===== config.mk =====
export PLATFORM = sky130hd
export DESIGN_NAME = tcp_stream_reassembler_core
export DESIGN_NICKNAME = d
export VERILOG_FILES = /design/src/rtl/tsr_pkg.sv /design/src/rtl/tsr_ctrl.sv /design/src/rtl/tsr_datapath.sv /design/src/rtl/tcp_stream_reassembler_core.sv
export SDC_FILE = /design/constraint.sdc
export NUM_CORES = 1
export LEC_CHECK = 0
export ABC_AREA = 1
export BUFFER_PORTS_ARGS = -buffer_cell sky130_fd_sc_hd__buf_2
export CAP_MARGIN = 25
export CELL_PAD_IN_SITES_DETAIL_PLACEMENT = 0
export CELL_PAD_IN_SITES_GLOBAL_PLACEMENT = 2
export CORE_ASPECT_RATIO = 1.1
export CORE_MARGIN = 8
export CORE_UTILIZATION = 44
export DETAILED_ROUTE_END_ITERATION = 10
export PLACE_DENSITY_LB_ADDON = 0.1
export SYNTH_ARGS = -nofsm -noshare
export SYNTH_HDL_FRONTEND = slang
export SYNTH_SLANG_ARGS = --single-unit

===== constraint.sdc =====
create_clock -name aclk -period 15.44 [get_ports aclk]
set_clock_uncertainty 0.1 [all_clocks]
set_input_delay 1.544 -clock aclk [delete_from_list [all_inputs] [get_ports aclk]]
set_output_delay 1.544 -clock aclk [all_outputs]
set_load 0.01 [all_outputs]

===== src/rtl/tsr_pkg.sv =====
package tsr_pkg;

    // Default and largest depth of the out-of-order byte store.
    localparam int unsigned STORE_DEPTH_DEF = 64;
    localparam int unsigned STORE_DEPTH_MAX = 64;

    // Window capacity after reset.
    localparam logic [6:0] WINDOW_CAP_RESET = 7'd64;

    // One input request: a byte (or empty segment) at an absolute stream position.
    typedef struct packed {
        logic [31:0] stream_index;
        logic [7:0]  in_byte;
        logic        byte_valid;
        logic        eof_flag;
        logic [31:0] consumer_read_count;
    } tsr_in_t;

    // One result request: an assembled byte or a status word.
    typedef struct packed {
        logic [7:0]  out_byte;
        logic        out_valid;
        logic        out_last;
        logic        stream_ended;
        logic [6:0]  unassembled_count;
        logic        store_empty;
        logic [31:0] next_index;
    } tsr_out_t;

    // Controller states.
    typedef enum logic [2:0] {
        ST_IDLE,
        ST_EVAL,
        ST_STORE,
        ST_SCAN,
        ST_FINISH,
        ST_READ,
        ST_SEND,
        ST_STATUS
    } tsr_state_t;

    // Commands from the controller to the datapath.
    typedef struct packed {
        logic capture;
        logic eval;
        logic store;
        logic scan_step;
        logic finish;
        logic rd_issue;
        logic load_byte;
        logic load_status;
    } tsr_cmd_t;

    // Status from the datapath to the controller.
    typedef struct packed {
        logic ended;
        logic scan_hit;
        logic run_zero;
        logic out_free;
    } tsr_sts_t;

endpackage


===== src/rtl/tsr_ctrl.sv =====
module tsr_ctrl (
    input  logic              aclk,
    input  logic              aresetn,
    input  logic              s_valid,
    output logic              s_ready,
    input  tsr_pkg::tsr_sts_t sts,
    output tsr_pkg::tsr_cmd_t cmd
);
    import tsr_pkg::*;

    tsr_state_t state_reg;
    tsr_state_t state_next;

    // State register.
    always_ff @(posedge aclk) begin
        if (!aresetn) begin
            state_reg <= ST_IDLE;
        end else begin
            state_reg <= state_next;
        end
    end

    // Next state and commands for each step of one request.
    always_comb begin
        state_next = state_reg;
        cmd        = '0;
        s_ready    = 1'b0;
        case (state_reg)
            ST_IDLE: begin
                s_ready = 1'b1;
                if (s_valid) begin
                    cmd.capture = 1'b1;
                    state_next  = ST_EVAL;
                end
            end
            ST_EVAL: begin
                if (sts.ended) begin
                    state_next = ST_STATUS;
                end else begin
                    cmd.eval   = 1'b1;
                    state_next = ST_STORE;
                end
            end
            ST_STORE: begin
                cmd.store  = 1'b1;
                state_next = ST_SCAN;
            end
            ST_SCAN: begin
                if (sts.scan_hit) begin
                    cmd.scan_step = 1'b1;
                end else begin
                    state_next = ST_FINISH;
                end
            end
            ST_FINISH: begin
                cmd.finish = 1'b1;
                state_next = sts.run_zero ? ST_STATUS : ST_READ;
            end
            ST_READ: begin
                cmd.rd_issue = 1'b1;
                state_next   = ST_SEND;
            end
            ST_SEND: begin
                if (sts.out_free) begin
                    cmd.load_byte = 1'b1;
                    state_next    = sts.run_zero ? ST_IDLE : ST_READ;
                end
            end
            ST_STATUS: begin
                if (sts.out_free) begin
                    cmd.load_status = 1'b1;
                    state_next      = ST_IDLE;
                end
            end
            default: begin
                state_next = ST_IDLE;
            end
        endcase
    end

endmodule


===== src/rtl/tsr_datapath.sv =====
module tsr_datapath #(
    parameter int unsigned STORE_DEPTH = tsr_pkg::STORE_DEPTH_DEF
) (
    input  logic              aclk,
    input  logic              aresetn,
    input  tsr_pkg::tsr_in_t  s_data,
    input  logic              cfg_valid,
    input  logic [6:0]        cfg_data,
    input  tsr_pkg::tsr_cmd_t cmd,
    output tsr_pkg::tsr_sts_t sts,
    output logic              m_valid,
    input  logic              m_ready,
    output tsr_pkg::tsr_out_t m_data
);
    import tsr_pkg::*;

    localparam int unsigned PTR_W = $clog2(STORE_DEPTH);
    localparam int unsigned CNT_W = $clog2(STORE_DEPTH + 1);
    localparam logic [PTR_W:0]   DEPTH_PTR = (PTR_W + 1)'(STORE_DEPTH);
    localparam logic [CNT_W-1:0] DEPTH_CNT = CNT_W'(STORE_DEPTH);
    localparam logic [6:0]       DEPTH_CAP = 7'(STORE_DEPTH);
    localparam logic [31:0]      DEPTH_IDX = 32'(STORE_DEPTH);

    // Slot pointer addition modulo the store depth; both operands are below it.
    function automatic logic [PTR_W-1:0] wrap_add(input logic [PTR_W-1:0] a,
                                                  input logic [PTR_W-1:0] b);
        logic [PTR_W:0] sum;
        sum = {1'b0, a} + {1'b0, b};
        if (sum >= DEPTH_PTR) begin
            sum = sum - DEPTH_PTR;
        end
        return sum[PTR_W-1:0];
    endfunction

    tsr_in_t          in_reg;
    logic [6:0]       cap_reg;
    logic [31:0]      assembled_reg;
    logic [31:0]      eof_pos_reg;
    logic             eof_known_reg;
    logic [6:0]       pending_reg;
    logic             ended_reg;
    logic [STORE_DEPTH-1:0] slot_valid_reg;
    logic [PTR_W-1:0] head_reg;
    logic             store_ok_reg;
    logic [PTR_W-1:0] off_reg;
    logic [CNT_W-1:0] run_reg;
    logic [PTR_W-1:0] scan_ptr_reg;
    logic [7:0]       rd_data_reg;
    tsr_out_t         out_reg;
    logic             m_valid_reg;
    logic [7:0]       mem [STORE_DEPTH];

    logic [6:0]       cap_eff;
    logic [32:0]      limit;
    logic [31:0]      ahead;
    logic             in_window;
    logic [PTR_W-1:0] slot;
    logic             store_hit;
    logic [31:0]      assembled_next;
    logic             ended_next;
    tsr_out_t         status_word;
    tsr_out_t         byte_word;
    tsr_out_t         last_word;

    // Acceptance window for the captured byte.
    always_comb begin
        cap_eff   = (cap_reg > DEPTH_CAP) ? DEPTH_CAP : cap_reg;
        limit     = {1'b0, in_reg.consumer_read_count} + 33'(cap_eff);
        ahead     = in_reg.stream_index - assembled_reg;
        in_window = in_reg.byte_valid && (in_reg.stream_index >= assembled_reg)
                    && ({1'b0, in_reg.stream_index} < limit) && (ahead < DEPTH_IDX);
    end

    // Slot of the captured byte, relative to the slot of the next expected index.
    assign slot      = wrap_add(head_reg, off_reg);
    assign store_hit = store_ok_reg && !slot_valid_reg[slot];

    // Assembled index and end detection once the contiguous run is known.
    assign assembled_next = assembled_reg + 32'(run_reg);
    assign ended_next     = eof_known_reg && (assembled_next == eof_pos_reg);

    // Status fields carried by every result of the request.
    always_comb begin
        status_word                   = '0;
        status_word.stream_ended      = ended_reg;
        status_word.unassembled_count = pending_reg;
        status_word.store_empty       = (pending_reg == 7'd0);
        status_word.next_index        = assembled_reg;
    end

    // Output words for an assembled byte and for a status-only result.
    always_comb begin
        byte_word           = status_word;
        byte_word.out_byte  = rd_data_reg;
        byte_word.out_valid = 1'b1;
        byte_word.out_last  = sts.run_zero;
        last_word           = status_word;
        last_word.out_last  = 1'b1;
    end

    // Status towards the controller.
    always_comb begin
        sts.ended    = ended_reg;
        sts.scan_hit = slot_valid_reg[scan_ptr_reg] && (run_reg != DEPTH_CNT);
        sts.run_zero = (run_reg == '0);
        sts.out_free = !m_valid_reg || m_ready;
    end

    // Control state of the reassembler.
    always_ff @(posedge aclk) begin
        if (!aresetn) begin
            cap_reg        <= WINDOW_CAP_RESET;
            assembled_reg  <= '0;
            eof_pos_reg    <= '0;
            eof_known_reg  <= 1'b0;
            pending_reg    <= '0;
            ended_reg      <= 1'b0;
            slot_valid_reg <= '0;
            head_reg       <= '0;
            store_ok_reg   <= 1'b0;
            run_reg        <= '0;
            scan_ptr_reg   <= '0;
            m_valid_reg    <= 1'b0;
        end else begin
            if (cfg_valid) begin
                cap_reg <= cfg_data;
            end
            if (cmd.eval) begin
                store_ok_reg <= in_window;
                if (in_reg.eof_flag) begin
                    eof_pos_reg   <= in_reg.stream_index + 32'(in_reg.byte_valid);
                    eof_known_reg <= 1'b1;
                end
            end
            if (cmd.store) begin
                if (store_hit) begin
                    slot_valid_reg[slot] <= 1'b1;
                    pending_reg          <= pending_reg + 7'd1;
                end
                run_reg      <= '0;
                scan_ptr_reg <= head_reg;
            end
            if (cmd.scan_step) begin
                run_reg      <= run_reg + CNT_W'(1);
                scan_ptr_reg <= wrap_add(scan_ptr_reg, PTR_W'(1));
            end
            if (cmd.finish) begin
                assembled_reg <= assembled_next;
                pending_reg   <= pending_reg - 7'(run_reg);
                if (ended_next) begin
                    ended_reg     <= 1'b1;
                    eof_known_reg <= 1'b0;
                end
            end
            if (cmd.rd_issue) begin
                slot_valid_reg[head_reg] <= 1'b0;
                head_reg <= wrap_add(head_reg, PTR_W'(1));
                run_reg  <= run_reg - CNT_W'(1);
            end
            if (cmd.load_byte || cmd.load_status) begin
                m_valid_reg <= 1'b1;
            end else if (m_ready) begin
                m_valid_reg <= 1'b0;
            end
        end
    end

    // Payload registers: captured request, offset and the output word.
    always_ff @(posedge aclk) begin
        if (cmd.capture) begin
            in_reg <= s_data;
        end
        if (cmd.eval) begin
            off_reg <= ahead[PTR_W-1:0];
        end
        if (cmd.load_byte) begin
            out_reg <= byte_word;
        end else if (cmd.load_status) begin
            out_reg <= last_word;
        end
    end

    // Byte store: written on a fresh store, read at the head while draining.
    always_ff @(posedge aclk) begin
        if (cmd.store && store_hit) begin
            mem[slot] <= in_reg.in_byte;
        end
        if (cmd.rd_issue) begin
            rd_data_reg <= mem[head_reg];
        end
    end

    assign m_valid = m_valid_reg;
    assign m_data  = out_reg;

`ifndef SYNTHESIS
    // A drain read only ever takes a slot that holds a byte.
    assert property (@(posedge aclk) disable iff (!aresetn)
        cmd.rd_issue |-> slot_valid_reg[head_reg])
        else $error("drain read of an empty slot");

    // Once the stream has ended it stays ended.
    assert property (@(posedge aclk) disable iff (!aresetn)
        ended_reg |=> ended_reg)
        else $error("end of stream cleared");

    // The count of stored bytes never exceeds the store.
    assert property (@(posedge aclk) disable iff (!aresetn)
        pending_reg <= DEPTH_CAP)
        else $error("pending count beyond store depth");

    // A result is loaded only when the output register is free.
    assert property (@(posedge aclk) disable iff (!aresetn)
        (cmd.load_byte || cmd.load_status) |-> (!m_valid_reg || m_ready))
        else $error("result overwritten before it was taken");
`endif

endmodule


===== src/rtl/tcp_stream_reassembler_core.sv =====
// Channel    | Ports                           | Carries
// -----------+---------------------------------+-------------------------------------
// input      | s_valid, s_ready, s_data        | one byte or empty segment request
// result     | m_valid, m_ready, m_data        | one assembled byte or a status word
// config     | cfg_valid, cfg_ready, cfg_data  | window capacity (always ready)
//
// A request steps through capture, window check, store, a scan of the stored run
// and a finish step, then a registered store read and an output load per byte it
// makes contiguous. With no such byte, its status result follows the finish step,
// or the capture once the stream has ended. Reset is synchronous, active low, and
// clears all slot valid bits at once. A stalled result holds the controller in its
// send or status step; a new request is taken while the last result still waits.
module tcp_stream_reassembler_core #(
    parameter int unsigned STORE_DEPTH = tsr_pkg::STORE_DEPTH_DEF
) (
    input  logic             aclk,
    input  logic             aresetn,
    input  logic             s_valid,
    output logic             s_ready,
    input  tsr_pkg::tsr_in_t s_data,
    output logic             m_valid,
    input  logic             m_ready,
    output tsr_pkg::tsr_out_t m_data,
    input  logic             cfg_valid,
    output logic             cfg_ready,
    input  logic [6:0]       cfg_data
);
    import tsr_pkg::*;

    tsr_cmd_t cmd;
    tsr_sts_t sts;

    // The capacity register takes a write in any cycle.
    assign cfg_ready = 1'b1;

    // Sequencer for one request.
    tsr_ctrl u_ctrl (
        .aclk    (aclk),
        .aresetn (aresetn),
        .s_valid (s_valid),
        .s_ready (s_ready),
        .sts     (sts),
        .cmd     (cmd)
    );

    // Window check, byte store, run scan and output register.
    tsr_datapath #(
        .STORE_DEPTH (STORE_DEPTH)
    ) u_datapath (
        .aclk      (aclk),
        .aresetn   (aresetn),
        .s_data    (s_data),
        .cfg_valid (cfg_valid),
        .cfg_data  (cfg_data),
        .cmd       (cmd),
        .sts       (sts),
        .m_valid   (m_valid),
        .m_ready   (m_ready),
        .m_data    (m_data)
    );

endmodule

==> results of run 1 <==
==> per-stage QoR <==
stage	instance area (µm²)	power [mW]
4_1_cts	43800	5.72
3_3_place_gp	40800	3.52
3_5_place_dp	40800	3.52
6_report	43800	5.68
2_1_floorplan	38900	3.17
5_1_grt	43800	5.90
==> tightest hold or removal path: stages, from the launching register on <==
cell,delay [ps]
dfxtp_1,310
nand2_1,60
nand2_1,50
==> power by group through the flow <==
| stage | Clock (mW) | Sequential, mW | Combinational (mW) |
|---|---|---|---|
| floorplan | 0 | 2.63 | 0.538 |
| global placement | 0 | 2.64 | 0.883 |
| detailed placement | 0 | 2.64 | 0.882 |
| CTS | 2.24 | 2.59 | 0.885 |
| global route | 2.33 | 2.60 | 0.978 |
| finish | 2.21 | 2.59 | 0.877 |
==> worst paths after layout <==
check | cells after the start | from | endpoint
max | 16 | u_datapath.head_reg[0] | u_datapath.mem[10][0]
min | 2 | u_datapath.m_data[42] | u_datapath.m_data[42]
max reg2reg | 16 | u_datapath.head_reg[0] | u_datapath.mem[10][0]
min reg2reg | 2 | u_datapath.m_data[42] | u_datapath.m_data[42]
==> cell type report <==
class                           count  area share, %
Sequential cell                   819           52.3
Multi-Input combinational cell   2548           30.5
Clock buffer                      108           5.21
Inverter                          545           4.67
Tap cell                         1160           3.31
Timing Repair Buffer              181           2.32
Clock inverter                     52           1.67
==> metal layers <==
layer	vias to the layer above	wire [µm]
met5	-	0
met4	0	6750
met3	266	7150
met2	1058	66600
met1	14100	51800
li1	14100	-
==> cell families after synthesis <==
| kind of cell | synth area share, % |
|---|---|
| AOI/OAI and AO/OA | 10.1 |
| xor gates and xnor gates | 2.20 |
| adders and majority gates | 3.28 |
| buffers and inverters | 6.85 |
| DFF | 58.9 |
| other | 0.00964 |
| and+or+nand+nor | 18.7 |
==> layout by cell type (no fill, tap or decap), types with 16 or more instances in the layout <==
cell	instances
dfxtp_1	168
clkinv_2	18
nand3_1	259
a21oi_1	241
nor2_1	284
clkbuf_1	16
xnor2_1	24
inv_1	529
nor3_1	43
nand2_1	940
a221oi_1	57
nand4_1	103
edfxtp_1	650
xor2_1	63
buf_2	137
buf_4	44
clkbuf_16	85
o21ai_0	214
a22oi_1	68
ha_1	94
a22o_1	17
==> cell usage after synthesis (17+ instances only) <==
cell type	n
buf_2	20
a22o_1	17
xnor2_1	24
a22oi_1	68
nand3_1	259
clkbuf_1	91
xor2_1	63
inv_1	530
a221oi_1	57
nand4_1	103
nor2_1	287
a21oi_1	241
dfxtp_1	169
nand2_1	942
ha_1	94
o21ai_0	214
edfxtp_1	650
nor3_1	45
==> out/results.tsv, run 1 <==
stage	metric	value	unit
sta	setup_viol	0	
sta	min_period	4830	ps
route	finalWirelength	132000	µm
clock_network	cts_tree	done	
synth	synth_edf_count	650	
clock_network	cts_sinks	819	
synth	synth_ff_type	edfxtp_1	
synth	synth_top_area_share	50.2	%
floorplan	num_rows	114	
critical_path	slowest_stage	nor2_4	
global_routing	grt_util_met2	46.9	%
floorplan	start_util	44.4	%
final_layout	largest_register_ffs	512	
pwr	clock_power_share	38.9	%
pwr	seqPwrFrac	45.6	%
critical_path	start_kind	register	
sta	fmaxAchievable	207	MHz
hold_path	hold_path.class	register to register	
floorplan	fp.dieH	328	µm
placement	io_buffers	138	
global_routing	grtUsageTotal	26.3	%
final_layout	finalNonFillerCells	5413	
final_layout	post-route-util	49.9	%
floorplan	die_w	300	µm
sta	setup_tns	0	ps
placement	dpl_worst_slack	10710	ps
pwr	p_int	4.05	mW
global_routing	grt_pass1_vias	29300	
final_layout	multi_input_area	13400	µm²
critical_path	cpLargestDelayFamily	buffers and inverters	
final_layout	drive_gt1_share	8.82	%
global_routing	grt_pass1_wl	193000	µm
sta	hold_slack	374	ps
pwr	p_per_area	130	nW/µm²
clock_network	ctsRootBufferMaster	clkbuf_16	
final_layout	syn2layout_area_growth	12.6	%
sta	rsz0062_at_grt	false	
route	ant_nets	0	
sta	slew_viol_final	0	
critical_path	worstPathArrival	5070	ps
floorplan	core_area	87700	µm²
sta	finalWorstSetupSlack	10610	ps
clock_network	clk_pin_slew	60	ps
global_routing	overflow	0	
sta	hold_violations	0	
synth	synth_cell_types	57	
clock_network	cts_hold_buf	0	
route	wl_per_cell	24.4	µm
sta	worst_slew_pin_slew	1060	ps
final_layout	antenna_cells	0	
final_layout	seqCellArea	22900	µm²
pwr	p_comb_share	15.5	%
critical_path	reg2reg_setup_slack	10610	ps
route	drt_iter0_markers	2719	
route	post_drt_via_cell_ratio	5.45	
placement	routabilityCongestion	0.901	
route	first_pass_iters	6	
pwr	p_sw	1.63	mW
sta	fin_crit_sh	31.3	%
global_routing	use_met1	31.6	%
pwr	switching_share	28.6	%
flow_run	cap_violations	0	
global_routing	grt_use_met3	3.32	%
critical_path	cp.required	15670	ps
critical_path	path_buf_inv	5	
critical_path	crit_type	register to register	
final_layout	finalNetCount	4365	
route	drcViolationCount	0	
synth	ys_seq_area_share	58.9	%
pwr	p_leak	17.3	nW
critical_path	max_stage_delay	610	ps
placement	dp_hpwl	92600	µm
global_routing	busiest_layer	met2	
synth	yosysWarningCount	0	
pwr	vdd_drop_max	93.3	µV
synth	synth_fp_nets	4226	
global_routing	grt_max_degree	85	
synth	postSynthCellCount	4041	
clock_network	htree_num_levels	3	
critical_path	endpoint_kind	register	
outcome	status	completed	
synth	synth_largest_area_cell	edfxtp_1	
critical_path	crit_chain	ha_1, fa_1, buf_4, inv_1, nand3_2, inv_2, a21oi_1, nand4_1, nand2_1, nand2_1, nand2_1, nand2_2, nor2_4, buf_4, nand3_1, inv_1	
final_layout	n_fill_cell	8296	
synth	synthTopCellsByArea	edfxtp_1 50%, nand2_1 9.1%, dfxtp_1 8.7%	
critical_path	cp_max_fo	26	
global_routing	antenna_found_initial	1	
clock_network	cts_setup_buffers	0	
synth	synth-seq-cells	819	
clock_network	cts_resized	0	
clock_network	clock_path_buffers	3	
route	vias	29500	
clock_network	worstSkewPairLatency	670	ps
floorplan	dieArea	98200	µm²
clock_network	numCtsBuffers	85	
critical_path	cp_common_cell	nand2_1	
floorplan	io_pins	140	
sta	maxSlewHeadroom	29.4	%
synth	async_flop_share	0	%
placement	dpl.cell_count	5253	
synth	syn_area_per_cell	9.63	µm²
synth	syn_area	38900	µm²
Power figures use the tool's default switching activity.
==> inputs of run 2 (changes only) <==
--- a/config.mk
+++ b/config.mk
@@ -5,14 +5,14 @@
 export SDC_FILE = /design/constraint.sdc
 export NUM_CORES = 1
 export LEC_CHECK = 0
-export ABC_AREA = 1
+export ABC_AREA = 0
 export BUFFER_PORTS_ARGS = -buffer_cell sky130_fd_sc_hd__buf_2
 export CAP_MARGIN = 25
 export CELL_PAD_IN_SITES_DETAIL_PLACEMENT = 0
 export CELL_PAD_IN_SITES_GLOBAL_PLACEMENT = 2
 export CORE_ASPECT_RATIO = 1.1
 export CORE_MARGIN = 8
-export CORE_UTILIZATION = 44
+export CORE_UTILIZATION = 40
 export DETAILED_ROUTE_END_ITERATION = 10
 export PLACE_DENSITY_LB_ADDON = 0.1
 export SYNTH_ARGS = -nofsm -noshare
==> constraint.sdc (replaced) <==
create_clock -name aclk -period 4 [get_ports aclk]
set_clock_uncertainty 0.1 [all_clocks]
set_input_delay 0.4 -clock aclk [delete_from_list [all_inputs] [get_ports aclk]]
set_output_delay 0.4 -clock aclk [all_outputs]
set_load 0.01 [all_outputs]
==> run 2 against run 1 <==
Routed wire length fell by 8.1%. Utilization fell by 1.6 points. Combinational power rose by 95%. Critical path type unchanged. Sequential power rose to 3.7 times the previous value. Clock-buffer cell count fell by 3. Total power rose to 3.4 times the previous value. Area after synthesis fell by 5.2%. Largest power group unchanged. Maximum frequency rose by 15%. The run now ends with setup timing left. First-iteration DRC count fell by 23%.
==> out/results.tsv, run 2 <==
stage	metric	value	unit	change
outcome	status	complete, but fails checks		
outcome	violations	setup timing		
route	first_pass_iters	6		unchanged
synth	yosysWarningCount	0		unchanged
sta	worst_slew_pin_slew	1040	ps	-16.1 ps
hold_path	worstHoldEndpoint	u_datapath.eof_pos_reg[3]		
sta	fmaxAchievable	239	MHz	+15%
sta	hold_violations	0		unchanged
synth	synth_edf_count	650		unchanged
global_routing	grt_pass1_vias	27000		-7.9%
critical_path	cp_common_cell	buf_4		
synth	synth-seq-cells	819		unchanged
pwr	p_leak	15.5	nW	-11%
critical_path	start_kind	register		
route	vias	26300		-11%
placement	place_area	40600	µm²	-0.49%
critical_path	crit_chain	buf_6, nor2b_1, ha_1, a211o_1, o2111ai_2, buf_4, a311oi_2, buf_4, nand4_1, nor2_1, buf_4, nand3_2, xor2_1, ha_1, and4_4, nand2_4, nor3_1, nor4_2, o21ai_1, a2111oi_2, buf_4, nand4_1, o21ai_1		
critical_path	max_stage_delay	380	ps	-230 ps
sta	slew_viol_final	0		unchanged
critical_path	cpLargestDelayFamily	simple AND/OR/NAND/NOR gates		
clock_network	worstSkewPairLatency	660	ps	about the same
route	wl_per_cell	26.8	µm	+9.6%
critical_path	cp_max_fo	5		-81%
synth	synth_largest_area_cell	edfxtp_1		
route	finalWirelength	122000	µm	-8.1%
synth	ys_seq_area_share	62.1	%	+3.3 points
synth	synthTopCellsByArea	edfxtp_1 53%, dfxtp_1 9.2%, ha_1 3.2%		
critical_path	worstPathArrival	4650	ps	-420 ps
final_layout	final_common_cell	edfxtp_1		
clock_network	htree_num_levels	3		unchanged
pwr	p_per_area	437	nW/µm²	+240%
pwr	vdd_drop_max	368	µV	+290%
critical_path	path_buf_inv	5		unchanged
critical_path	crit_type	register to register		
critical_path	reg2reg_from	u_datapath.cap_reg[6]		
floorplan	dieArea	102000	µm²	+4.0%
flow_run	cap_violations	0		unchanged
sta	setup_viol	1		+1
final_layout	post-route-util	48.3	%	-1.6 points
synth	async_flop_share	0	%	unchanged
final_layout	final_cell_mix	650 x edfxtp_1, 253 x buf_4, 180 x nor2_1		
critical_path	slowest_stage	dfxtp_4		
global_routing	antenna_found_initial	3		+2
sta	finalWorstSetupSlack	-184	ps	-10790 ps
global_routing	grtUsageTotal	23.2	%	-3.2 points
route	drt_iter0_markers	2104		-23%
sta	maxSlewHeadroom	30.2	%	+0.77 points
clock_network	clock_path_buffers	3		unchanged
floorplan	fp.dieH	334	µm	+2.0%
floorplan	core_area	91900	µm²	+4.8%
route	post_drt_via_cell_ratio	5.81		+6.5%
final_layout	final_area	44400	µm²	+1.4%
placement	dp_hpwl	85200	µm	-8.0%
floorplan	io_pins	140		unchanged
pwr	fin_total_pwr	19.4	mW	+240%
synth	synth_top_area_share	52.9	%	+2.8 points
critical_path	endpoint_kind	register		
placement	routabilityCongestion	0.921		+2.2%
synth	syn_area_per_cell	12.9	µm²	+34%
synth	synth_ff_type	edfxtp_1		
sta	rsz0062_at_grt	true		
clock_network	numCtsBuffers	85		unchanged
critical_path	reg2reg_setup_slack	-180	ps	-10790 ps
synth	synth_cell_types	92		+61%
global_routing	grt_pass1_wl	179000	µm	-7.3%
sta	min_period	4180	ps	-647 ps
route	ant_nets	0		unchanged
clock_network	ctsRootBufferMaster	clkbuf_16		
placement	dpl_worst_slack	-459	ps	-11170 ps
hold_path	hold_start	aresetn		
synth	syn_area	36900	µm²	-5.2%
placement	io_buffers	138		unchanged
global_routing	grt_max_degree	65		-24%
critical_path	r2r_cells	23		+7
route	drcViolationCount	0		unchanged
floorplan	num_rows	117		+2.6%
floorplan	die_w	305	µm	+2.0%
floorplan	start_util	40.1	%	-4.2 points
critical_path	worst_r2r_endpoint	u_datapath.store_ok_reg		
clock_network	clk_pin_slew	60	ps	about the same
final_layout	finalNetCount	3456		-21%
final_layout	largest_register_ffs	512		unchanged
hold_path	min_path_cells	2		unchanged
synth	yosysMostFrequentCell	edfxtp_1		
final_layout	drive_gt1_share	19.6	%	+11 points
clock_network	cts_tree	done		
global_routing	overflow	0		unchanged
final_layout	syn2layout_area_growth	20.5	%	
hold_path	hold_path.class	primary input to register		
synth	synthTopCellsByCount	650 x edfxtp_1, 185 x nor2_1, 175 x nand2_1		
synth	postSynthCellCount	2863		-29%
critical_path	cp.required	4470	ps	-11200 ps
clock_network	cts_sinks	819		unchanged
synth	synth_fp_nets	3048		-28%
sta	fin_crit_sh	105	%	+73 points
-- run 2: cell types whose count changed after synthesis, sizes merged, moves of 63 or more --
cell   previous run  this run
o221a             0        63
nand3           275        71
nand2           948       175
a21oi           241       104
inv             537        66
nor2            290       185
o21ai           216        60
a31oi             3        69
a22oi            68       136
-- run 2: how the worst max path moves through the flow --
stage                          startpoint                 endpoint  slack [ps]  depth (start not counted)
global route        u_datapath.cap_reg[1]  u_datapath.store_ok_reg        -520                         24
finish              u_datapath.cap_reg[6]  u_datapath.store_ok_reg        -180                         23
CTS                 u_datapath.cap_reg[6]  u_datapath.store_ok_reg        -310                         22
floorplan           u_datapath.cap_reg[6]  u_datapath.store_ok_reg         170                         21
detailed placement  u_datapath.cap_reg[6]  u_datapath.store_ok_reg        -460                         22
global placement    u_datapath.cap_reg[6]  u_datapath.store_ok_reg        -410                         22
-- run 2: layout make-up --
type | instances | area (µm²)
clock inverters | 55 | 579
multi-input cells | 1811 | 13200
fillers | 8174 | 47500
diodes | 2 | 5.00
clock buffers | 105 | 2290
well taps | 1190 | 1490
inverters | 68 | 255
flip-flops and latches | 819 | 22900
repair buffers | 486 | 3680
-- run 2: routing by layer --
layer	wire, µm	GRT usage (%)
met5	0	0
met4	3910	7.70
met3	5360	2.81
met2	63200	42.3
met1	49000	28.3
-- run 2: stage by stage --
step                cells  TNS, ps  hold WS [ps]
finish               4536     -184          41.8
global route         4535    -1000          24.4
CTS                  4534     -314          5.63
detailed placement   4289     -459           372
global placement     4288     -409           368
floorplan            2863        0           342
-- run 2: kinds of logic (layout without fill, tap and decap cells) --
family / Yosys count / count (layout) / synth area share [%]
adders and majority gates: 99 / 99 / 3.46
other: 1 / 3 / 0.0102
and+or+nand+nor: 768 / 768 / 10.5
muxes: 64 / 64 / 2.68
DFF: 819 / 819 / 62.1
buffers and inverters: 233 / 714 / 2.47
xor gates and xnor gates: 132 / 132 / 3.25
AOI/OAI and AO/OA: 747 / 747 / 15.5
-- run 2: timing repair --
item / in CTS / in global routing
endpoints found under the hold margin: 81 / 0
endpoints found under the setup margin: 1 / 366
resized for setup: 16 / 18
buffers inserted: 3 / 0
cloned: 0 / 0
hold buffers: 82 / 0
pin swaps: 12 / 10
-- run 2: power by group --
part,internal (mW),switching [mW]
logic,0.652,1.06
clock network,4.69,3.42
registers,9.44,0.167
